**src/hdl/fhts_pkg.sv**
```systemverilog
`default_nettype none

package fhts_pkg;

	localparam int TARGET_SLOTS = 64;
	localparam int SLOT_AW = (TARGET_SLOTS > 1) ? $clog2(TARGET_SLOTS) : 1;
	localparam int CNT_W = $clog2(TARGET_SLOTS + 1);

	localparam int ADDR_W = 32;
	localparam int PORT_W = 16;
	localparam int IDX_W = 6;
	localparam int HASH_W = 32;
	localparam int KEY_W = 128;
	localparam int FLOW_W = 2 * ADDR_W + 2 * PORT_W;
	localparam int GROUPS = FLOW_W / HASH_W;

	localparam int CFG_AW = 2;
	localparam int CFG_DW = 64;
	localparam int ACT_W = 7;
	localparam logic [CFG_AW-1:0] CFG_KEY_UPPER = 2'd0;
	localparam logic [CFG_AW-1:0] CFG_KEY_LOWER = 2'd1;
	localparam logic [CFG_AW-1:0] CFG_ACTIVE = 2'd2;
	localparam logic [CFG_DW-1:0] KEY_UPPER_RST = 64'hDE00_0000_0000_0000;
	localparam logic [CFG_DW-1:0] KEY_LOWER_RST = 64'h0;
	localparam logic [ACT_W-1:0] ACTIVE_RST = 7'd1;

	localparam int IN_SIP_LSB = 0;
	localparam int IN_DIP_LSB = IN_SIP_LSB + ADDR_W;
	localparam int IN_SPORT_LSB = IN_DIP_LSB + ADDR_W;
	localparam int IN_DPORT_LSB = IN_SPORT_LSB + PORT_W;
	localparam int IN_ENTRY_IDX_LSB = IN_DPORT_LSB + PORT_W;
	localparam int IN_ENTRY_ADDR_LSB = IN_ENTRY_IDX_LSB + IDX_W;
	localparam int IN_USED_W = IN_ENTRY_ADDR_LSB + ADDR_W;
	localparam int IN_DATA_W = ((IN_USED_W + 7) / 8) * 8;

	localparam int OUT_ADDR_LSB = 0;
	localparam int OUT_TIDX_LSB = OUT_ADDR_LSB + ADDR_W;
	localparam int OUT_HASH_LSB = OUT_TIDX_LSB + IDX_W;
	localparam int OUT_USED_W = OUT_HASH_LSB + HASH_W;
	localparam int OUT_DATA_W = ((OUT_USED_W + 7) / 8) * 8;

	localparam int DIV_STEP = 4;
	localparam int DIV_STAGES = HASH_W / DIV_STEP;

	localparam int Q_DEPTH = 4;
	localparam int Q_AW = $clog2(Q_DEPTH);

	typedef struct packed {
		logic              cls;
		logic [HASH_W-1:0] word;
		logic [IDX_W-1:0]  slot;
	} fhts_job_t;

endpackage

`default_nettype wire

```
**src/hdl/fhts_ram.sv**
```systemverilog
`default_nettype none

module fhts_ram #(
	parameter int WIDTH = 32,
	parameter int DEPTH = 64
) (
	input  logic                                    clk,
	input  logic                                    wr_en,
	input  logic [((DEPTH > 1) ? $clog2(DEPTH) : 1)-1:0] wr_addr,
	input  logic [WIDTH-1:0]                        wr_data,
	input  logic                                    rd_en,
	input  logic [((DEPTH > 1) ? $clog2(DEPTH) : 1)-1:0] rd_addr,
	output logic [WIDTH-1:0]                        rd_data
);

	logic [WIDTH-1:0] mem_q [DEPTH];

	always_ff @(posedge clk) begin
		if (wr_en) begin
			mem_q[wr_addr] <= wr_data;
		end
		if (rd_en) begin
			rd_data <= mem_q[rd_addr];
		end
	end

endmodule

`default_nettype wire

```
**src/hdl/fhts_back.sv**
```systemverilog
`default_nettype none

module fhts_back (
	input  logic                            clk,
	input  logic                            arst_n,
	input  logic                            job_valid,
	output logic                            job_ready,
	input  fhts_pkg::fhts_job_t             job,
	output logic                            out_valid,
	input  logic                            out_ready,
	output logic [fhts_pkg::OUT_DATA_W-1:0] out_data
);
	import fhts_pkg::*;

	logic              adv_s1;
	logic              load_s1;
	logic              pop;
	logic              rd_en;
	logic              wr_en;
	logic [ADDR_W-1:0] rd_data;

	logic              rd_v_s1;
	logic [IDX_W-1:0]  rd_idx_s1;
	logic [HASH_W-1:0] rd_hash_s1;

	logic              out_v_q;
	logic [ADDR_W-1:0] out_addr_q;
	logic [IDX_W-1:0]  out_idx_q;
	logic [HASH_W-1:0] out_hash_q;

	assign adv_s1 = !out_v_q || out_ready;
	assign load_s1 = !rd_v_s1 || adv_s1;
	assign job_ready = !job.cls || load_s1;
	assign pop = job_valid && job_ready;
	assign rd_en = pop && job.cls;
	assign wr_en = pop && !job.cls && (32'(job.slot) < 32'(TARGET_SLOTS));

	fhts_ram #(
		.WIDTH(ADDR_W),
		.DEPTH(TARGET_SLOTS)
	) u_table (
		.clk     (clk),
		.wr_en   (wr_en),
		.wr_addr (SLOT_AW'(job.slot)),
		.wr_data (job.word[ADDR_W-1:0]),
		.rd_en   (rd_en),
		.rd_addr (SLOT_AW'(job.slot)),
		.rd_data (rd_data)
	);

	always_ff @(posedge clk or negedge arst_n) begin
		if (!arst_n) begin
			rd_v_s1 <= 1'b0;
			out_v_q <= 1'b0;
		end else begin
			if (load_s1) begin
				rd_v_s1 <= rd_en;
			end
			if (adv_s1) begin
				out_v_q <= rd_v_s1;
			end
		end
	end

	always_ff @(posedge clk) begin
		if (rd_en) begin
			rd_idx_s1 <= job.slot;
			rd_hash_s1 <= job.word;
		end
		if (adv_s1 && rd_v_s1) begin
			out_addr_q <= rd_data;
			out_idx_q <= rd_idx_s1;
			out_hash_q <= rd_hash_s1;
		end
	end

	assign out_valid = out_v_q;
	assign out_data = {(OUT_DATA_W-OUT_USED_W)'(0), out_hash_q, out_idx_q, out_addr_q};

endmodule

`default_nettype wire

```
**config.mk**
```make
export PLATFORM = sky130hd
export DESIGN_NAME = fhts_back
export DESIGN_NICKNAME = d
export VERILOG_FILES = /design/src/hdl/fhts_pkg.sv /design/src/hdl/fhts_ram.sv /design/src/hdl/fhts_back.sv
export SDC_FILE = /design/constraint.sdc
export NUM_CORES = 2
export LEC_CHECK = 0
export ABC_CLOCK_PERIOD_IN_PS = 7600
export BUFFER_PORTS_ARGS = -buffer_cell sky130_fd_sc_hd__buf_4
export CELL_PAD_IN_SITES_DETAIL_PLACEMENT = 1
export CELL_PAD_IN_SITES_GLOBAL_PLACEMENT = 2
export CORE_ASPECT_RATIO = 0.6
export CORE_MARGIN = 4
export CORE_UTILIZATION = 30
export DETAILED_ROUTE_END_ITERATION = 6
export PLACE_DENSITY_LB_ADDON = 0.15
export SYNTH_ARGS = -nofsm -noshare
export SYNTH_HDL_FRONTEND = slang
export SYNTH_SLANG_ARGS = --single-unit
```
**constraint.sdc**
```tcl
create_clock -name clk -period 7.6 [get_ports clk]
set_clock_uncertainty 0.2 [all_clocks]
set_input_delay 0.76 -clock clk [delete_from_list [all_inputs] [get_ports clk]]
set_output_delay 0.76 -clock clk [all_outputs]
set_load 0.005 [all_outputs]
```
==> qor.txt <==
Status - complete, no violations
Post-Synth XOR/XNOR Area - 0
Max-cap violation count - 0
Die span in x - 681 um
Cell area after layout - 94,600 um^2
Crit path max fanout - 48
Rows - 148
Seq cells post-synth - 2,190
Post-DP HPWL - 198 mm
Final Power - 25.5 mW
CTS sink cnt - 2,190
Placed Area - 87,800 um^2
Crit path DAT - 4.67 ns
H-tree levels - 4
Crit share post-route - 0.574
Via-to-Cell Ratio - 5.75
Slew Viols, Final - 0
Residual DRC - 0
First-pass GRT wire length - 443 mm
Placed instance count - 8,076
Multi-input gate area in the final layout - 15,000 um^2
Chip Height - 412 um
Synth Area in Compound Gates - 0.113
Number of flops mapped to enable cells by yosys - 2,188
Register area share after synthesis - 0.806
M1 WL - 162 mm
Worst-Skew Late Latency - 0.90 ns
Internal power - 19.6 mW
Power Dens Cells - 270 nW/um^2
Adder-cell share of the synthesized area - 0
RSZ-0062 raised after global routing - false
Most common cell after layout, fill and taps aside - edfxtp_1
Slew headroom - 0.0894
Via count - 48,800
IO Count - 117
Fillcell total - 26,900
R2R depth - 6
VDD IR max - 0.183 mV
Synth async-reset ratio - 0.000913
Register area - 65,800 um^2
Reg-to-Reg End - u_table.rd_data[4]
Mapped Cells - 4,516
Final setup fails - 0
Setup TNS - 0 ns
Vias in the first global route - 47,600
Crit. End Element - register
Net Sw Frac - 0.233
Number of CTS-inserted buffers - 222
Final WS setup - 3.24 ns
Net count reported at finish - 4,751
Commonest cells after routing, fill and taps aside - edfxtp_1, a221oi_1, a22oi_1, buf_4, nor2_1
Met2 WL - 133 mm
Clock share of power - 0.417
Fin crit period - 4.36 ns
Routed wire length - 330 mm
Reg2reg setup slack - 4.31 ns
Fin. Hold Viols - 0
Wire per inst - 38.8 um
Final RePlAce weighted congestion - 0.786
Final Non-Filler Cells - 8,487
Multiplexer area fraction after synthesis - 0.0305
Syn_area_per_cell - 18.1 um^2
Top layer in use - met5
Root Buffer Master - clkbuf_16
CTS Buffer Depth - 4
Reg clk slew, reported paths - 0.07 ns
Synth warn - 0
Initial antenna violation count - 39
Layout cells sized above 1 - 0.159
Unique cell type count in the Yosys netlist - 55
Sequential share of power - 0.526
Worst r2r src - u_table.mem_q[14][4]
Syn Std Cell Area - 81,600 um^2
Hold Slack - 0.0702 ns
Die area - 281,000 um^2
CTS tree - done
F_max - 229 MHz
Primary FF master, synth - edfxtp_1
Gr ovfl total - 0
Met3 wire len - 28.7 mm
Place WS - 2.47 ns
WHS Endpoint - u_table.mem_q[63][9]
Area Growth Syn to Fin - 15.9%
Kind of start point of the critical path - primary input
Slew @ Worst Pin - 1.36 ns
Initial DRC Count - 7,300
Type of the most critical hold path - in -> reg
Initial Utilization - 0.301
Largest family of logic cells by synthesized area - compound AO/OA/AOI/OAI gates
Tot GR Track Use - 0.231
CP required - 7.90 ns
Final core utilization - 0.349
Synth Area in Simple Gates - 0.0322
PortBufs - 114
Final ANT Viol Nets - 0
Core area - 271,000 um^2
Pre-antenna DRT Iters - 6
Hold Startpoint - job[15]
Largest net degree at the start of global routing - 119
Combinational power share - 0.057
Hold path depth - 1
Pleak - 28.7 nW
Crit Path Category - in -> reg
Switching Power - 5.96 mW
==> Yosys cell counts (all sizes together) (9+ instances only) <==
cell,n,area (um^2)
nand3,18,90.1
a22o,17,149
mux2,47,529
a22oi,293,2200
nor2b,10,62.6
a221oi,475,4160
a222oi,11,110
o22ai,112,701
nor2,296,1110
nand2b,9,56.3
nor3,85,430
buf,168,818
nand4,20,125
a211oi,12,90.1
mux4,53,1200
edfxtp,2188,65700
o32ai,14,123
clkbuf,176,661
o21ai,132,661
or3,37,231
mux2i,76,761
nor4,12,75.1
a221o,12,120
o211ai,23,173
a21oi,78,390
nand2,70,263
==> cells by family after synthesis <==
family / Yosys count
buffers and inverters: 346
flip-flops: 2190
other: 1
AND/OR/NAND/NOR: 583
multiplexers: 176
AO/OA/AOI/OAI: 1220
==> cell type report <==
cell class                      instances  share of cell area
Clock inverter                        107             0.00912
Inverter                                2            0.000238
Antenna cell                           10            0.000264
Timing Repair Buffer                  311              0.0279
Multi-Input combinational cell       1981               0.158
Clock buffer                          286              0.0617
Sequential cell                      2190               0.695
Tap cell                             3600              0.0476
==> power by group through the flow <==
stage                     clock network (mW)  logic, mW  registers, mW
after floorplan                            0      0.614           13.7
after global placement                     0       1.46           13.7
after detailed placement                   0       1.47           13.7
after CTS                               10.9       1.47           13.4
after global routing                    11.4       1.54           13.4
final                                   10.6       1.46           13.4
==> timing repair <==
item / 4_1_cts / 5_1_grt
gates resized for setup: 0 / 0
hold buffers: 8 / 0
endpoints found under the hold margin: 23 / 0
setup buffers: 0 / 0
setup endpoints to repair: 0 / 0
==> worst max-delay path, stage by stage <==
cell and delay, ns:
buf_8 0.36, nor2b_4 1.03, nand3_1 0.86, nor2_4 1.00, buf_4 0.52
==> per-layer routing <==
layer  global-route usage  vias to the layer above
met5                    0                        -
met3               0.0561                      342
met2                0.314                     2144
li1                     -                    19400
met4               0.0415                       10
met1                0.368                    26900
==> registers in the layout, summed over array words and instances, names as in the netlist, 6 cells and up <==
| register | flops |
|---|---|
| u_table.mem_q | 2048 |
| out_addr_q | 32 |
| out_hash_q | 32 |
| rd_hash_s1 | 32 |
| u_table.rd_data | 32 |
| out_idx_q | 6 |
| rd_idx_s1 | 6 |
==> worst max-delay path by stage <==
stage / from / endpoint / slack (ns) / cells past startpoint
floorplan: out_ready / rd_hash_s1[0] / 2.64 / 2
global placement: job[2] / u_table.mem_q[12][15] / 2.45 / 5
detailed placement: job[2] / u_table.mem_q[12][15] / 2.47 / 5
CTS: job[2] / u_table.mem_q[12][1] / 3.42 / 5
global route: job[0] / u_table.mem_q[33][19] / 3.14 / 7
finish: job[2] / u_table.mem_q[60][23] / 3.24 / 5
Note: power is estimated with default switching activity, not from simulation.
