<file path="config.mk">
export PLATFORM = sky130hd
export DESIGN_NAME = fhts_front
export DESIGN_NICKNAME = d
export VERILOG_FILES = /design/src/hdl/fhts_pkg.sv /design/src/hdl/fhts_front.sv
export SDC_FILE = /design/constraint.sdc
export NUM_CORES = 2
export LEC_CHECK = 0
export BUFFER_PORTS_ARGS = -buffer_cell sky130_fd_sc_hd__buf_2
export CORE_MARGIN = 1.5
export CORE_UTILIZATION = 35
export CTS_CLUSTER_SIZE = 16
export DETAILED_ROUTE_END_ITERATION = 10
export GPL_TIMING_DRIVEN = 0
export PLACE_DENSITY = 0.53
export SETUP_SLACK_MARGIN = 0.2
export SYNTH_ARGS = -nofsm -noshare
export SYNTH_HDL_FRONTEND = slang
export SYNTH_SLANG_ARGS = --single-unit
</file>
<file path="constraint.sdc">
create_clock -name clk -period 23.9 [get_ports clk]
set_input_delay 2.39 -clock clk [delete_from_list [all_inputs] [get_ports clk]]
set_output_delay 2.39 -clock clk [all_outputs]
set_load 0.02 [all_outputs]
</file>
<file path="src/hdl/fhts_pkg.sv">
`default_nettype none

package fhts_pkg;

	localparam int TARGET_SLOTS = 64;
	localparam int SLOT_AW = (TARGET_SLOTS > 1) ? $clog2(TARGET_SLOTS) : 1;
	localparam int CNT_W = $clog2(TARGET_SLOTS + 1);

	localparam int ADDR_W = 32;
	localparam int PORT_W = 16;
	localparam int IDX_W = 6;
	localparam int HASH_W = 32;
	localparam int KEY_W = 128;
	localparam int FLOW_W = 2 * ADDR_W + 2 * PORT_W;
	localparam int GROUPS = FLOW_W / HASH_W;

	localparam int CFG_AW = 2;
	localparam int CFG_DW = 64;
	localparam int ACT_W = 7;
	localparam logic [CFG_AW-1:0] CFG_KEY_UPPER = 2'd0;
	localparam logic [CFG_AW-1:0] CFG_KEY_LOWER = 2'd1;
	localparam logic [CFG_AW-1:0] CFG_ACTIVE = 2'd2;
	localparam logic [CFG_DW-1:0] KEY_UPPER_RST = 64'hDE00_0000_0000_0000;
	localparam logic [CFG_DW-1:0] KEY_LOWER_RST = 64'h0;
	localparam logic [ACT_W-1:0] ACTIVE_RST = 7'd1;

	localparam int IN_SIP_LSB = 0;
	localparam int IN_DIP_LSB = IN_SIP_LSB + ADDR_W;
	localparam int IN_SPORT_LSB = IN_DIP_LSB + ADDR_W;
	localparam int IN_DPORT_LSB = IN_SPORT_LSB + PORT_W;
	localparam int IN_ENTRY_IDX_LSB = IN_DPORT_LSB + PORT_W;
	localparam int IN_ENTRY_ADDR_LSB = IN_ENTRY_IDX_LSB + IDX_W;
	localparam int IN_USED_W = IN_ENTRY_ADDR_LSB + ADDR_W;
	localparam int IN_DATA_W = ((IN_USED_W + 7) / 8) * 8;

	localparam int OUT_ADDR_LSB = 0;
	localparam int OUT_TIDX_LSB = OUT_ADDR_LSB + ADDR_W;
	localparam int OUT_HASH_LSB = OUT_TIDX_LSB + IDX_W;
	localparam int OUT_USED_W = OUT_HASH_LSB + HASH_W;
	localparam int OUT_DATA_W = ((OUT_USED_W + 7) / 8) * 8;

	localparam int DIV_STEP = 4;
	localparam int DIV_STAGES = HASH_W / DIV_STEP;

	localparam int Q_DEPTH = 4;
	localparam int Q_AW = $clog2(Q_DEPTH);

	typedef struct packed {
		logic              cls;
		logic [HASH_W-1:0] word;
		logic [IDX_W-1:0]  slot;
	} fhts_job_t;

endpackage

`default_nettype wire

</file>
<file path="src/hdl/fhts_front.sv">
`default_nettype none

module fhts_front (
	input  logic                               clk,
	input  logic                               arst_n,
	input  logic                               in_valid,
	output logic                               in_ready,
	input  logic                               in_op,
	input  logic [fhts_pkg::IN_DATA_W-1:0]     in_data,
	input  logic [fhts_pkg::KEY_W-1:0]         key,
	input  logic [fhts_pkg::CNT_W-1:0]         count,
	output logic                               job_valid,
	input  logic                               job_ready,
	output fhts_pkg::fhts_job_t                job
);
	import fhts_pkg::*;

	logic                  adv;
	logic [FLOW_W-1:0]     flow;
	logic [HASH_W-1:0]     part [GROUPS];

	logic                  v_s1;
	logic                  cls_s1;
	logic [HASH_W-1:0]     part_s1 [GROUPS];
	logic [ADDR_W-1:0]     addr_s1;
	logic [IDX_W-1:0]      idx_s1;

	logic                  v_s2;
	logic                  cls_s2;
	logic [HASH_W-1:0]     word_s2;
	logic [IDX_W-1:0]      idx_s2;
	logic [HASH_W-1:0]     hash_s1;

	logic                  div_v_s    [DIV_STAGES];
	logic                  div_cls_s  [DIV_STAGES];
	logic [HASH_W-1:0]     div_word_s [DIV_STAGES];
	logic [IDX_W-1:0]      div_idx_s  [DIV_STAGES];
	logic [CNT_W-1:0]      div_rem_s  [DIV_STAGES];

	assign flow = {in_data[IN_DIP_LSB +: ADDR_W], in_data[IN_SIP_LSB +: ADDR_W],
		in_data[IN_DPORT_LSB +: PORT_W], in_data[IN_SPORT_LSB +: PORT_W]};

	assign adv = !div_v_s[DIV_STAGES-1] || job_ready;
	assign in_ready = adv;

	// bit j of the hash takes key bit i+31-j for every set flow bit i (msb-first numbering)
	always_comb begin
		logic [HASH_W-1:0] terms;
		terms = '0;
		for (int g = 0; g < GROUPS; g++) begin
			for (int j = 0; j < HASH_W; j++) begin
				for (int ii = 0; ii < HASH_W; ii++) begin
					terms[ii] = flow[FLOW_W-1-(g*HASH_W+ii)]
						& key[KEY_W-HASH_W-(g*HASH_W+ii)+j];
				end
				part[g][j] = ^terms;
			end
		end
	end

	always_comb begin
		hash_s1 = '0;
		for (int g = 0; g < GROUPS; g++) begin
			hash_s1 = hash_s1 ^ part_s1[g];
		end
	end

	always_ff @(posedge clk or negedge arst_n) begin
		if (!arst_n) begin
			v_s1 <= 1'b0;
			v_s2 <= 1'b0;
		end else if (adv) begin
			v_s1 <= in_valid;
			v_s2 <= v_s1;
		end
	end

	always_ff @(posedge clk) begin
		if (adv) begin
			cls_s1 <= in_op;
			part_s1 <= part;
			addr_s1 <= in_data[IN_ENTRY_ADDR_LSB +: ADDR_W];
			idx_s1 <= in_data[IN_ENTRY_IDX_LSB +: IDX_W];
			cls_s2 <= cls_s1;
			word_s2 <= cls_s1 ? hash_s1 : addr_s1;
			idx_s2 <= idx_s1;
		end
	end

	for (genvar k = 0; k < DIV_STAGES; k++) begin : g_div
		logic              v_in;
		logic              cls_in;
		logic [HASH_W-1:0] word_in;
		logic [IDX_W-1:0]  idx_in;
		logic [CNT_W-1:0]  rem_in;
		logic [CNT_W-1:0]  rem_nxt;

		if (k == 0) begin : g_first
			assign v_in = v_s2;
			assign cls_in = cls_s2;
			assign word_in = word_s2;
			assign idx_in = idx_s2;
			assign rem_in = '0;
		end else begin : g_next
			assign v_in = div_v_s[k-1];
			assign cls_in = div_cls_s[k-1];
			assign word_in = div_word_s[k-1];
			assign idx_in = div_idx_s[k-1];
			assign rem_in = div_rem_s[k-1];
		end

		always_comb begin
			logic [CNT_W:0]   t;
			logic [CNT_W-1:0] r;
			r = rem_in;
			t = '0;
			for (int b = 0; b < DIV_STEP; b++) begin
				t = {r, word_in[HASH_W-1-DIV_STEP*k-b]};
				if (t >= {1'b0, count}) begin
					t = t - {1'b0, count};
				end
				r = t[CNT_W-1:0];
			end
			rem_nxt = r;
		end

		always_ff @(posedge clk or negedge arst_n) begin
			if (!arst_n) begin
				div_v_s[k] <= 1'b0;
			end else if (adv) begin
				div_v_s[k] <= v_in;
			end
		end

		always_ff @(posedge clk) begin
			if (adv) begin
				div_cls_s[k] <= cls_in;
				div_word_s[k] <= word_in;
				div_idx_s[k] <= idx_in;
				div_rem_s[k] <= rem_nxt;
			end
		end
	end

	assign job_valid = div_v_s[DIV_STAGES-1];
	assign job.cls = div_cls_s[DIV_STAGES-1];
	assign job.word = div_word_s[DIV_STAGES-1];
	assign job.slot = div_cls_s[DIV_STAGES-1] ? IDX_W'(div_rem_s[DIV_STAGES-1])
		: div_idx_s[DIV_STAGES-1];

endmodule

`default_nettype wire

</file>
==> impl_metrics.toml <==
[detailed_routing]
vias_per_cell = 5.642
drc = 0
ant_nets = 0
drtIter0Drc = 10680
wl_um = 363500
met3_length_um = 53110
vias = 67140
routed-wl-met2_um = 144000
wl_met1_um = 135700
wl_per_cell_um = 30.55
dr.pass1.iters = 7
highest_layer = "met5"

[finish]
drive_gt1_share_pct = 6.142
instances_no_fill = 11900
num-nets-final = 9743
multiInputGateArea_um2 = 49430
fin_util_pct = 38.88
nFillCells = 20490
area_growth_pct = 10.04
seqCellArea_um2 = 16500

[logic_synthesis]
syn_avg_cell_area_um2 = 7.792
ys_ff_latch = 551
yosysSeqAreaShare_pct = 23.89
ys_types = 80
synth_largest_area_cell = "xnor2_1"
syn_inst = 8861
synth_edf_count = 541
ys_async_sr_fraction_pct = 1.815
synth_flop_cell = "edfxtp_1"
yosysWarnings = 0
synth.cell_area_um2 = 69040
yosys-top-cells-area = "xnor2_1 31%, edfxtp_1 24%, nand2_1 17%"
yosys.area.top_type_share_pct = 30.95
synth.net_count = 9387

[critical_path]
cp-startpoint = "count[1]"
critPathSlowestCell = "buf_2"
r2r_start = "div_word_s[0][111]"
arrival_ns = 13.17
critical_path.endpoint_type = "register"
cp_slowest_stage_delay_ns = 0.86
cp.required_ns = 24.29
start_kind = "input pin"
cp_top_family = "compound AO/OA/AOI/OAI gates"
critical_path_class = "in -> reg"
cp_max_fo = 36
crit_buf_inv = 8

[timing]
whs_ns = 0.3575
worst_pin_slew_ns = 1.720
fin_ws_ns = 11.12
fin_crit_sh_pct = 53.48
slew-limit-headroom_pct = -14.64
period_needed_ns = 12.78
fmax_mhz = 78.24
finalSetupViolations = 0
tns_ns = 0
rsz0062_at_grt = "false"
clock_skew_ns = 0.06018
slew_viol_final = 242
finalHoldViolations = 0

[placement]
place_congestion = 1.068
dp_hpwl_um = 253100
placed_cells = 11780
numPortBuffers = 285
pre_cts_slack_ns = 10.48

[clock_network]
clockBufferDepth = 3
cts-htree-levels = 2
tritoncts = "built"
root_buffer = "clkbuf_16"
cts_resized = 0
clkSlewWorstSetupHoldPaths_ns = 0.07
cts_inserted_buffers = 57
cts_sinks = 551
clock_latency_ns = 0.65
post-cts-setup-buffers = 0
ctsHoldBuffers = 0

[floorplan]
pin_count = 317
row_count = 162
dieWidth_um = 447.2
design.core.area_um2 = 195400
start_util_pct = 35.34
dieArea_um2 = 199900
fp.dieH_um = 447.2

[pwr]
swShare_pct = 48.04
p_seq_share_pct = 17.4
irDropWorstVdd_uv = 196.7
leakage_uw = 0.02828
powerDensity_nw_per_um2 = 167.1
pwr-share-comb_pct = 75.5
pwr-share-clk_pct = 7.1
switching_power_uw = 6099
internal_power_uw = 6597

[outcome]
status = "finished, violations left"
violations = "max-capacitance violations, max-slew violations"

[global_route]
grt_util_all_layers_pct = 35.05
first_global_vias = 62860
grt-ovfl-total = 0
grt_max_degree = 133
antenna_found_initial = 29
grt_pass1_wl_um = 492200

[worst_hold_path]
hp-class = "reg -> reg"
hold_start = "div_word_s[0][106]"

[job]
maxCapViolCount = 24
-- worst paths after layout --
check	endpoint	slack (ns)	cells after the start
max	div_rem_s[1][5]	11.12	39
min	div_word_s[1][10]	0.36	0
max reg2reg	div_rem_s[1][5]	13.87	39
min reg2reg	div_word_s[1][10]	0.36	0
max in group asynchronous	g_div[3].v_in	22.14	1
min in group asynchronous	v_s1	1.58	1
-- power groups by stage --
stage	Sequential (uW)	Clock, uW	Combinational (uW)
final	2200	904	9590
after floorplan	2230	0	7070
after CTS	2220	940	9450
after global routing	2250	973	10500
after global placement	2380	0	9190
after detailed placement	2240	0	9400
-- cell type report --
cell class	count	share of cell area, %
antenna	12	0.03952
buffer	644	3.379
clock buffer	62	1.930
clock inverter	44	0.5879
inverter	149	0.7493
multi-input combinational	7517	65.05
sequential	551	21.71
tap	2624	4.321
timing repair buffer	297	2.230
-- layer usage --
layer | global-route usage [%] | up-vias
li1 | - | 28470
met4 | 23.67 | 30
met3 | 12.55 | 1590
met1 | 44.16 | 31590
met5 | 0 | -
met2 | 49.73 | 5457
-- cells by family after synthesis --
| group | share of synthesized area [%] |
|---|---|
| DFF | 23.89 |
| adders and majority gates | 4.868 |
| muxes | 2.080 |
| and+or+nand+nor | 19.66 |
| AOI/OAI and AO/OA | 4.944 |
| xor gates and xnor gates | 40.03 |
| buffers and inverters | 4.521 |
-- synth_stat cells (all sizes together), types with 37 or more instances --
cell type	n
nand2	3159
xnor2	2440
xor2	716
clkbuf	585
edfxtp	541
ha	219
inv	149
a21oi	133
nor2	117
o21ai	104
mux2	94
a21o	64
buf	59
nor2b	49
mux2i	37
-- flip-flops by register name, summed over array words and instances (netlist names) --
name,flops
g_div.word_in,32
g_div.v_in,8
div_word_s,256
div_rem_s,55
part_s1,96
idx_s1,6
cls_s2,1
div_idx_s,48
job_valid,1
g_div.idx_in,6
addr_s1,32
cls_s1,1
v_s1,1
div_cls_s,8
-- metrics by stage --
stage / instance area [um^2] / total power (uW)
2_1_floorplan: 69040 / 9300
5_1_grt: 75960 / 13710
3_3_place_gp: 73750 / 11570
4_1_cts: 75920 / 12610
6_report: 75980 / 12700
3_5_place_dp: 74000 / 11640
-- cells in the final DEF (no fill, tap or decap), types with 14 or more instances in the layout --
master,instances
buf_1,15
a21o_1,64
buf_4,33
nand2_1,3159
nand4_1,14
xor2_1,716
o21ai_0,100
nor3_1,20
nand3_1,31
nor2b_1,49
o21a_1,31
mux2_2,93
clkbuf_16,58
clkbuf_1,584
a21oi_1,132
edfxtp_1,541
nor2_1,117
fa_1,31
mux2i_1,36
buf_2,295
xnor2_1,2440
ha_1,219
nand2b_1,28
inv_1,142
o221ai_1,17
Note: power is estimated with default switching activity, not from simulation.
