`src/hdl/fhts_pkg.sv`:
```
`default_nettype none

package fhts_pkg;

	localparam int TARGET_SLOTS = 64;
	localparam int SLOT_AW = (TARGET_SLOTS > 1) ? $clog2(TARGET_SLOTS) : 1;
	localparam int CNT_W = $clog2(TARGET_SLOTS + 1);

	localparam int ADDR_W = 32;
	localparam int PORT_W = 16;
	localparam int IDX_W = 6;
	localparam int HASH_W = 32;
	localparam int KEY_W = 128;
	localparam int FLOW_W = 2 * ADDR_W + 2 * PORT_W;
	localparam int GROUPS = FLOW_W / HASH_W;

	localparam int CFG_AW = 2;
	localparam int CFG_DW = 64;
	localparam int ACT_W = 7;
	localparam logic [CFG_AW-1:0] CFG_KEY_UPPER = 2'd0;
	localparam logic [CFG_AW-1:0] CFG_KEY_LOWER = 2'd1;
	localparam logic [CFG_AW-1:0] CFG_ACTIVE = 2'd2;
	localparam logic [CFG_DW-1:0] KEY_UPPER_RST = 64'hDE00_0000_0000_0000;
	localparam logic [CFG_DW-1:0] KEY_LOWER_RST = 64'h0;
	localparam logic [ACT_W-1:0] ACTIVE_RST = 7'd1;

	localparam int IN_SIP_LSB = 0;
	localparam int IN_DIP_LSB = IN_SIP_LSB + ADDR_W;
	localparam int IN_SPORT_LSB = IN_DIP_LSB + ADDR_W;
	localparam int IN_DPORT_LSB = IN_SPORT_LSB + PORT_W;
	localparam int IN_ENTRY_IDX_LSB = IN_DPORT_LSB + PORT_W;
	localparam int IN_ENTRY_ADDR_LSB = IN_ENTRY_IDX_LSB + IDX_W;
	localparam int IN_USED_W = IN_ENTRY_ADDR_LSB + ADDR_W;
	localparam int IN_DATA_W = ((IN_USED_W + 7) / 8) * 8;

	localparam int OUT_ADDR_LSB = 0;
	localparam int OUT_TIDX_LSB = OUT_ADDR_LSB + ADDR_W;
	localparam int OUT_HASH_LSB = OUT_TIDX_LSB + IDX_W;
	localparam int OUT_USED_W = OUT_HASH_LSB + HASH_W;
	localparam int OUT_DATA_W = ((OUT_USED_W + 7) / 8) * 8;

	localparam int DIV_STEP = 4;
	localparam int DIV_STAGES = HASH_W / DIV_STEP;

	localparam int Q_DEPTH = 4;
	localparam int Q_AW = $clog2(Q_DEPTH);

	typedef struct packed {
		logic              cls;
		logic [HASH_W-1:0] word;
		logic [IDX_W-1:0]  slot;
	} fhts_job_t;

endpackage

`default_nettype wire

```
`src/hdl/fhts_fifo.sv`:
```
`default_nettype none

module fhts_fifo (
	input  logic                clk,
	input  logic                arst_n,
	input  logic                in_valid,
	output logic                in_ready,
	input  fhts_pkg::fhts_job_t in_job,
	output logic                out_valid,
	input  logic                out_ready,
	output fhts_pkg::fhts_job_t out_job
);
	import fhts_pkg::*;

	fhts_job_t       mem_q [Q_DEPTH];
	logic [Q_AW-1:0] wr_ptr_q;
	logic [Q_AW-1:0] rd_ptr_q;
	logic [Q_AW:0]   cnt_q;
	logic            push;
	logic            pop;

	assign in_ready = cnt_q != (Q_AW+1)'(Q_DEPTH);
	assign out_valid = cnt_q != '0;
	assign out_job = mem_q[rd_ptr_q];
	assign push = in_valid && in_ready;
	assign pop = out_valid && out_ready;

	always_ff @(posedge clk or negedge arst_n) begin
		if (!arst_n) begin
			wr_ptr_q <= '0;
			rd_ptr_q <= '0;
			cnt_q <= '0;
		end else begin
			if (push) begin
				wr_ptr_q <= (wr_ptr_q == Q_AW'(Q_DEPTH-1)) ? '0 : wr_ptr_q + 1'b1;
			end
			if (pop) begin
				rd_ptr_q <= (rd_ptr_q == Q_AW'(Q_DEPTH-1)) ? '0 : rd_ptr_q + 1'b1;
			end
			if (push && !pop) begin
				cnt_q <= cnt_q + 1'b1;
			end else if (pop && !push) begin
				cnt_q <= cnt_q - 1'b1;
			end
		end
	end

	always_ff @(posedge clk) begin
		if (push) begin
			mem_q[wr_ptr_q] <= in_job;
		end
	end

endmodule

`default_nettype wire

```
`config.mk`:
```
export PLATFORM = sky130hd
export DESIGN_NAME = fhts_fifo
export DESIGN_NICKNAME = d
export VERILOG_FILES = /design/src/hdl/fhts_pkg.sv /design/src/hdl/fhts_fifo.sv
export SDC_FILE = /design/constraint.sdc
export NUM_CORES = 1
export LEC_CHECK = 0
export BUFFER_PORTS_ARGS = -buffer_cell sky130_fd_sc_hd__buf_2
export CORE_MARGIN = 2
export CORE_UTILIZATION = 35
export CTS_CLUSTER_DIAMETER = 100
export DETAILED_ROUTE_END_ITERATION = 16
export PLACE_DENSITY = 0.55
export SETUP_SLACK_MARGIN = 0.2
export SYNTH_ARGS = -nofsm -noshare
export SYNTH_HDL_FRONTEND = slang
export SYNTH_SLANG_ARGS = --single-unit
```
`constraint.sdc`:
```
create_clock -name clk -period 2.4 [get_ports clk]
set_input_delay 0.48 -clock clk [delete_from_list [all_inputs] [get_ports clk]]
set_output_delay 0.48 -clock clk [all_outputs]
set_load 0.01 [all_outputs]
```
==> results of run 1 <==
==> worst max-delay path: cells and delay by family (launching register included) <==
kind	cells	cell delay, ns
buffers and inverters	3	0.44
multiplexers	1	0.55
flip-flops	1	0.43
==> cells by family (layout without fill, tap and decap cells) <==
logic type / Yosys count / count (layout)
AND/OR/NAND/NOR: 11 / 11
flip-flops: 163 / 163
adder cells (fa/ha/maj): 7 / 7
XOR/XNOR: 3 / 3
AO/OA/AOI/OAI: 1 / 1
buffers and inverters: 12 / 141
multiplexers: 44 / 44
==> what timing repair did <==
action                                  CTS  global route
gates cloned                              0             3
hold buffers                              1             0
endpoints found under the setup margin   39            39
hold endpoints to repair                  7             0
resized for setup                         2            29
setup buffers                             2             4
==> registers in the layout, indices dropped and copies added (netlist names) <==
name and flops:
cnt_q 3, mem_q 156, rd_ptr_q 2, wr_ptr_q 2
==> cell type report <==
class                   count  area [um2]  area share
repair buffers            106       864.6      0.1105
multi-input cells          66        1134      0.1449
well taps                 225       281.5     0.03599
clock inverters            15       237.7     0.03040
inverters                   3       11.26    0.001440
clock buffers              17       425.4     0.05439
flip-flops and latches    163        4867      0.6223
==> per-layer routing <==
metal  track usage  wire length (um)
met1        0.1603              4892
met2        0.1985              5500
met3       0.04325               557
met4       0.05556               166
met5             0                14
==> final timing paths <==
| path | startpoint | to | slack (ns) | cells after the start |
|---|---|---|---|---|
| setup / recovery | rd_ptr_q[0]$_DFFE_PN0P_ | out_job[25] | 0.08 | 4 |
| hold / removal | in_job[3] | mem_q[1][3]$_DFFE_PP_ | 0.27 | 1 |
| setup reg to reg | cnt_q[1]$_DFFE_PN0P_ | cnt_q[2]$_DFFE_PN0P_ | 0.37 | 8 |
| hold reg to reg | cnt_q[2]$_DFFE_PN0P_ | cnt_q[2]$_DFFE_PN0P_ | 0.55 | 1 |
| max in group asynchronous | arst_n | rd_ptr_q[1]$_DFFE_PN0P_ | 1.80 | 2 |
| min in group asynchronous | arst_n | wr_ptr_q[0]$_DFFE_PN0P_ | 0.42 | 2 |
==> metrics by stage <==
step           utilization  worst slack, ns  cell area [um2]
3_5_place_dp        0.3985           0.3307             6845
5_1_grt             0.4553          0.03310             7821
4_1_cts             0.4399          0.05471             7556
2_1_floorplan            -           0.2824             6115
6_report            0.4553          0.08182             7821
3_3_place_gp        0.3985           0.3503             6845
==> layout by cell type (no fill, tap or decap) <==
cell type / instances
inv_1: 3
clkbuf_16: 20
dlygate4sd3_1: 1
nand2_2: 1
buf_12: 5
buf_6: 25
buf_2: 60
clkinvlp_4: 5
mux2_2: 5
fa_1: 1
xor2_1: 2
bufinv_16: 6
and2_2: 4
ha_1: 6
clkinv_1: 3
or3_4: 1
a21boi_2: 1
buf_8: 1
nand2_1: 1
clkinv_4: 1
buf_4: 11
mux4_2: 39
dfrtp_1: 5
edfxtp_1: 156
nor2_1: 4
dfrtp_4: 2
xnor2_1: 1
==> power groups by stage <==
| stage | registers, mW | logic [mW] | clock network (mW) |
|---|---|---|---|
| floorplan | 3.95 | 1.89 | 0 |
| global placement | 4.13 | 2.66 | 0 |
| detailed placement | 4.15 | 2.68 | 0 |
| CTS | 4.02 | 2.85 | 3.04 |
| global route | 4.04 | 3.64 | 3.15 |
| finish | 3.99 | 3.36 | 2.98 |
==> qor.csv, run 1 <==
stage,metric,value,unit
outcome,outcome,finished clean,
synthesis,synthXorXnorAreaFrac,0.004297,
final_layout,nFillCells,1477,
global_route,grt_pass1_wl,16520,um
drt,routed_wl,11130,um
sta,finalHoldViolCount,0,
critical_path,crit_path_end_kind,output port,
synthesis,synth_area_leaders,"edfxtp_1 77%, mux4_2 14%, dfrtp_1 2.9%",
critical_path,critical_path.max_fanout,6,
die,die_height,136.2,um
die,rows,48,
critical_path,slowest_stage,mux4_2,
sta,setup-violations-final,0,
die,fp.dieW,136.2,um
synthesis,synthAdderAreaFrac,0.01555,
cts,numCtsBuffers,17,
global_route,grt_start_max_net_pins,28,
final_layout,syn_to_final_growth,27.91,%
critical_path,path_class,flip-flop to output port,
synthesis,yosysMostFrequentCell,edfxtp_1,
pwr,p_per_area,1321,nW/um2
critical_path,worstPathArrival,1.84,ns
drt,via_per_inst,4.745,
pwr,irDropWorstVdd,652.0,uV
cts,htree_num_levels,4,
synthesis,yosys-top-cells-count,"156 x edfxtp_1, 38 x mux4_2, 7 x dfrtp_1",
critical_path,required,1.92,ns
synthesis,synthMuxAreaShare,0.1535,
placed_design,hpwlAfterDp,6719,um
pwr,power,10.33,mW
die,ios,84,
drt,ant_nets,0,
synthesis,avgSynthCellArea,25.37,um2
drt,drtPass1Iterations,4,
sta,tightestPinTransition,0.4269,ns
sta,skew,0.008358,ns
drt,vias,2823,
placed_design,dpl.cell_count,553,
pwr,p_sw_frac,0.2679,
synthesis,synth_fp_nets,291,
sta,fin_crit,2.318,ns
synthesis,ys_seq_area_frac,0.7948,
synthesis,ys_warn_count,0,
synthesis,post-synth-top-area-fraction,0.7661,
drt,drcViolationCount,0,
critical_path,cp-start-kind,flip-flop,
cts,cts_tree,done,
die,start_util,0.3560,
synthesis,ys_seq_elements,163,
sta,final_max_slew_viol_count,0,
critical_path,cp_common_cell,buf_12,
global_route,grt_overflow,0,
cts,cts-root-buf,clkbuf_16,
synthesis,synth-simple-area-share,0.01003,
pwr,power.switching,2.767,mW
pwr,combPwrFrac,0.325,
sta,slew_headroom,0.7154,
synthesis,syn_area,6115,um2
synthesis,synth_cell_types,19,
synthesis,synth_top_family_by_area,multiplexers,
sta,fin_tns_setup,0,ns
synthesis,async_flop_share,0.04294,
synthesis,synthCells,241,
cts,path_clk_slew,0.06,ns
cts,clock_sinks,163,
die,core-area,17180,um2
pwr,internal_power,7.563,mW
global_route,grtUsageTotal,0.1266,
flow_run,cap_violations,0,
sta,rsz0062_at_grt,yes,
cts,clk_latency,0.42,ns
pwr,seqPwrFrac,0.386,
drt,wl_per_cell,18.71,um
placed_design,gp_congestion,0.6411,
sta,max_freq,431.4,MHz
final_layout,antenna_cells,0,
pwr,p_leak,2.725,nW
final_layout,final_nets,407,
die,die-area,18540,um2
drt,first_iter_violations,138,
final_layout,drive_gt1_frac,0.5054,
synthesis,synth.largest_area_cell,edfxtp_1,
sta,min_period_over_period,0.9659,
synthesis,synth_edf_count,156,
critical_path,path_cells,buf_12 > buf_12 > mux4_2 > buf_6,
final_layout,stdcell_count,595,
global_route,grt_pass1_vias,2912,
placed_design,io_buffers,83,
sta,whs,0.2737,ns
global_route,antenna_found_initial,1,
synthesis,ys_dominant_reg_cell,edfxtp_1,
cts,clock_path_buffers,2,
worst_hold_path,hp-class,input port to flip-flop,
critical_path,cp_slowest_stage_delay,0.55,ns
pwr,p_clk_frac,0.289,
synthesis,synth_compound_area_frac,0.001842,
(Power assumes the default switching activity.)
==> inputs of run 2 (changes only) <==
--- a/config.mk
+++ b/config.mk
@@ -10,7 +10,9 @@
 export CORE_UTILIZATION = 35
 export CTS_CLUSTER_DIAMETER = 100
 export DETAILED_ROUTE_END_ITERATION = 16
+export GPL_TIMING_DRIVEN = 0
 export PLACE_DENSITY = 0.55
+export REMOVE_ABC_BUFFERS = 1
 export SETUP_SLACK_MARGIN = 0.2
 export SYNTH_ARGS = -nofsm -noshare
 export SYNTH_HDL_FRONTEND = slang
==> qor.csv, run 2 (same netlist as run 1, synthesis figures left out) <==
stage,metric,value,unit,change
final_layout,antenna_cells,0,,unchanged
sta,fin_tns_setup,0,ns,unchanged
sta,finalHoldViolCount,0,,unchanged
sta,skew,0.008284,ns,-0.00007444 ns
drt,ant_nets,0,,unchanged
die,rows,48,,unchanged
final_layout,layout_common_cells,"156 x edfxtp_1, 54 x buf_2, 39 x mux4_2",,
global_route,antenna_found_initial,0,,-1
drt,via_per_inst,4.758,,+0.29%
critical_path,path_class,flip-flop to output port,,
die,die-area,18540,um2,unchanged
placed_design,gp_congestion,0.6532,,+1.9%
cts,cts_tree,done,,
cts,htree_num_levels,4,,unchanged
critical_path,ff2ff_path_depth,8,,unchanged
die,fp.dieW,136.2,um,unchanged
placed_design,hpwlAfterDp,6530,um,-2.8%
pwr,irDropWorstVdd,638.7,uV,-2.0%
sta,setup-violations-final,0,,unchanged
drt,wl_per_cell,19.92,um,+6.5%
cts,clk_latency,0.42,ns,about the same
final_layout,largest_register_ffs,156,,unchanged
global_route,grtUsageTotal,0.1293,,+0.002756
cts,numCtsBuffers,17,,unchanged
sta,rsz0062_at_grt,yes,,
drt,first_iter_violations,179,,+30%
flow_run,cap_violations,0,,unchanged
die,start_util,0.3560,,unchanged
worst_hold_path,hp-class,input port to flip-flop,,
sta,slew_headroom,0.6415,,-0.07390
final_layout,reg_top3,"mem_q (156), cnt_q (3)",,
final_layout,nFillCells,1478,,+0.068%
global_route,grt_pass1_vias,2976,,+2.2%
global_route,grt_overflow,0,,unchanged
die,core-area,17180,um2,unchanged
drt,vias,2817,,-0.21%
final_layout,largest_register,mem_q,,
drt,drcViolationCount,0,,unchanged
outcome,outcome,finished clean,,
die,ios,84,,unchanged
pwr,p_leak,2.765,nW,+1.5%
drt,drtPass1Iterations,4,,unchanged
die,die_height,136.2,um,unchanged
sta,fin_crit,2.351,ns,+0.03233 ns
final_layout,syn_to_final_growth,29.63,%,
drt,routed_wl,11790,um,+5.9%
pwr,p_per_area,1335,nW/um2,+1.1%
placed_design,post-place-ws,0.07243,ns,-0.2583 ns
critical_path,critical_path.max_fanout,5,,-1
final_layout,drive_gt1_frac,0.5123,,+0.006856
cts,path_clk_slew,0.06,ns,about the same
critical_path,crit_path_end_kind,output port,,
global_route,grt_start_max_net_pins,29,,+3.6%
cts,clock_path_buffers,2,,unchanged
sta,finalWorstSetupSlack,0.04949,ns,-0.03233 ns
sta,max_freq,425.4,MHz,-1.4%
placed_design,io_buffers,83,,unchanged
critical_path,worstPathArrival,1.87,ns,+0.03 ns
sta,final_max_slew_viol_count,0,,unchanged
critical_path,required,1.92,ns,about the same
final_layout,final_nets,404,,-0.74%
sta,min_period_over_period,0.9794,,+0.01347
cts,cts-root-buf,clkbuf_16,,
worst_hold_path,holdPathStages,1,,unchanged
sta,tightestPinTransition,0.5377,ns,+0.1108 ns
global_route,grt_pass1_wl,16870,um,+2.1%
final_layout,final_common_cell,edfxtp_1,,
critical_path,cp-start-kind,flip-flop,,
cts,clock_sinks,163,,unchanged
## run 2: cell count changes in the layout (fill, tap and decap cells not counted), moves of 3 or more
cell	change
buf_4	-9
buf_6	+7
buf_2	-6
clkbuf_8	+4
clkinv_1	-3
clkinvlp_4	-4
## run 2: worst paths after layout
| kind | from | end | slack (ns) |
|---|---|---|---|
| worst max-delay path | rd_ptr_q[0]$_DFFE_PN0P_ | out_job[37] | 0.05 |
| worst min-delay path | in_job[27] | mem_q[1][27]$_DFFE_PP_ | 0.27 |
| worst max register to register | cnt_q[1]$_DFFE_PN0P_ | cnt_q[2]$_DFFE_PN0P_ | 0.33 |
| worst min register to register | cnt_q[0]$_DFFE_PN0P_ | cnt_q[0]$_DFFE_PN0P_ | 0.53 |
| max in group asynchronous | arst_n | rd_ptr_q[1]$_DFFE_PN0P_ | 1.80 |
| min in group asynchronous | arst_n | rd_ptr_q[0]$_DFFE_PN0P_ | 0.42 |
## run 2: final cells by class
| cell class | instances | area (um2) | share of cell area |
|---|---|---|---|
| sequential | 163 | 4870 | 0.6144 |
| multi-input combinational | 66 | 1144 | 0.1443 |
| timing repair buffer | 103 | 955.9 | 0.1206 |
| clock buffer | 23 | 488.0 | 0.06156 |
| tap | 225 | 281.5 | 0.03552 |
| clock inverter | 9 | 176.4 | 0.02226 |
| inverter | 3 | 11.26 | 0.001421 |
## run 2: critical path, stage by stage, from the launching register on
cell     delay [ns]
dfrtp_4        0.48
buf_6          0.13
buf_8          0.13
mux4_2         0.55
buf_6          0.15
## run 2: metrics by stage
stage	utilization	instance area, um2	hold WS [ns]	instances	total power [mW]
2_1_floorplan	-	6003	0.1844	232	5.665
3_3_place_gp	0.3901	6700	0.3216	540	6.674
3_5_place_dp	0.3965	6810	0.3274	545	6.748
4_1_cts	0.4400	7557	0.2470	583	9.925
5_1_grt	0.4615	7926	0.2544	592	11.10
6_report	0.4615	7926	0.2651	592	10.58
## run 2: routing by layer
layer	up-vias	part of all wire	track usage
met1	1492	0.42	0.1587
li1	1246	-	-
met5	-	0	0
met2	66	0.52	0.2116
met3	13	0.041	0.04064
met4	0	0.017	0.05556
## run 2: timing repair
item,in CTS,in global routing
hold endpoints to repair,7,0
setup buffers,5,5
pin swaps,0,1
cloned,0,4
hold buffers,1,0
gates resized for setup,1,45
setup endpoints to repair,39,40
## run 2: report_power, final
part,internal [mW],leakage [nW],switching [mW],total (mW)
logic,2.01,0.934,1.63,3.64
clock network,1.95,0.323,1.02,2.98
registers,3.78,1.51,0.190,3.97
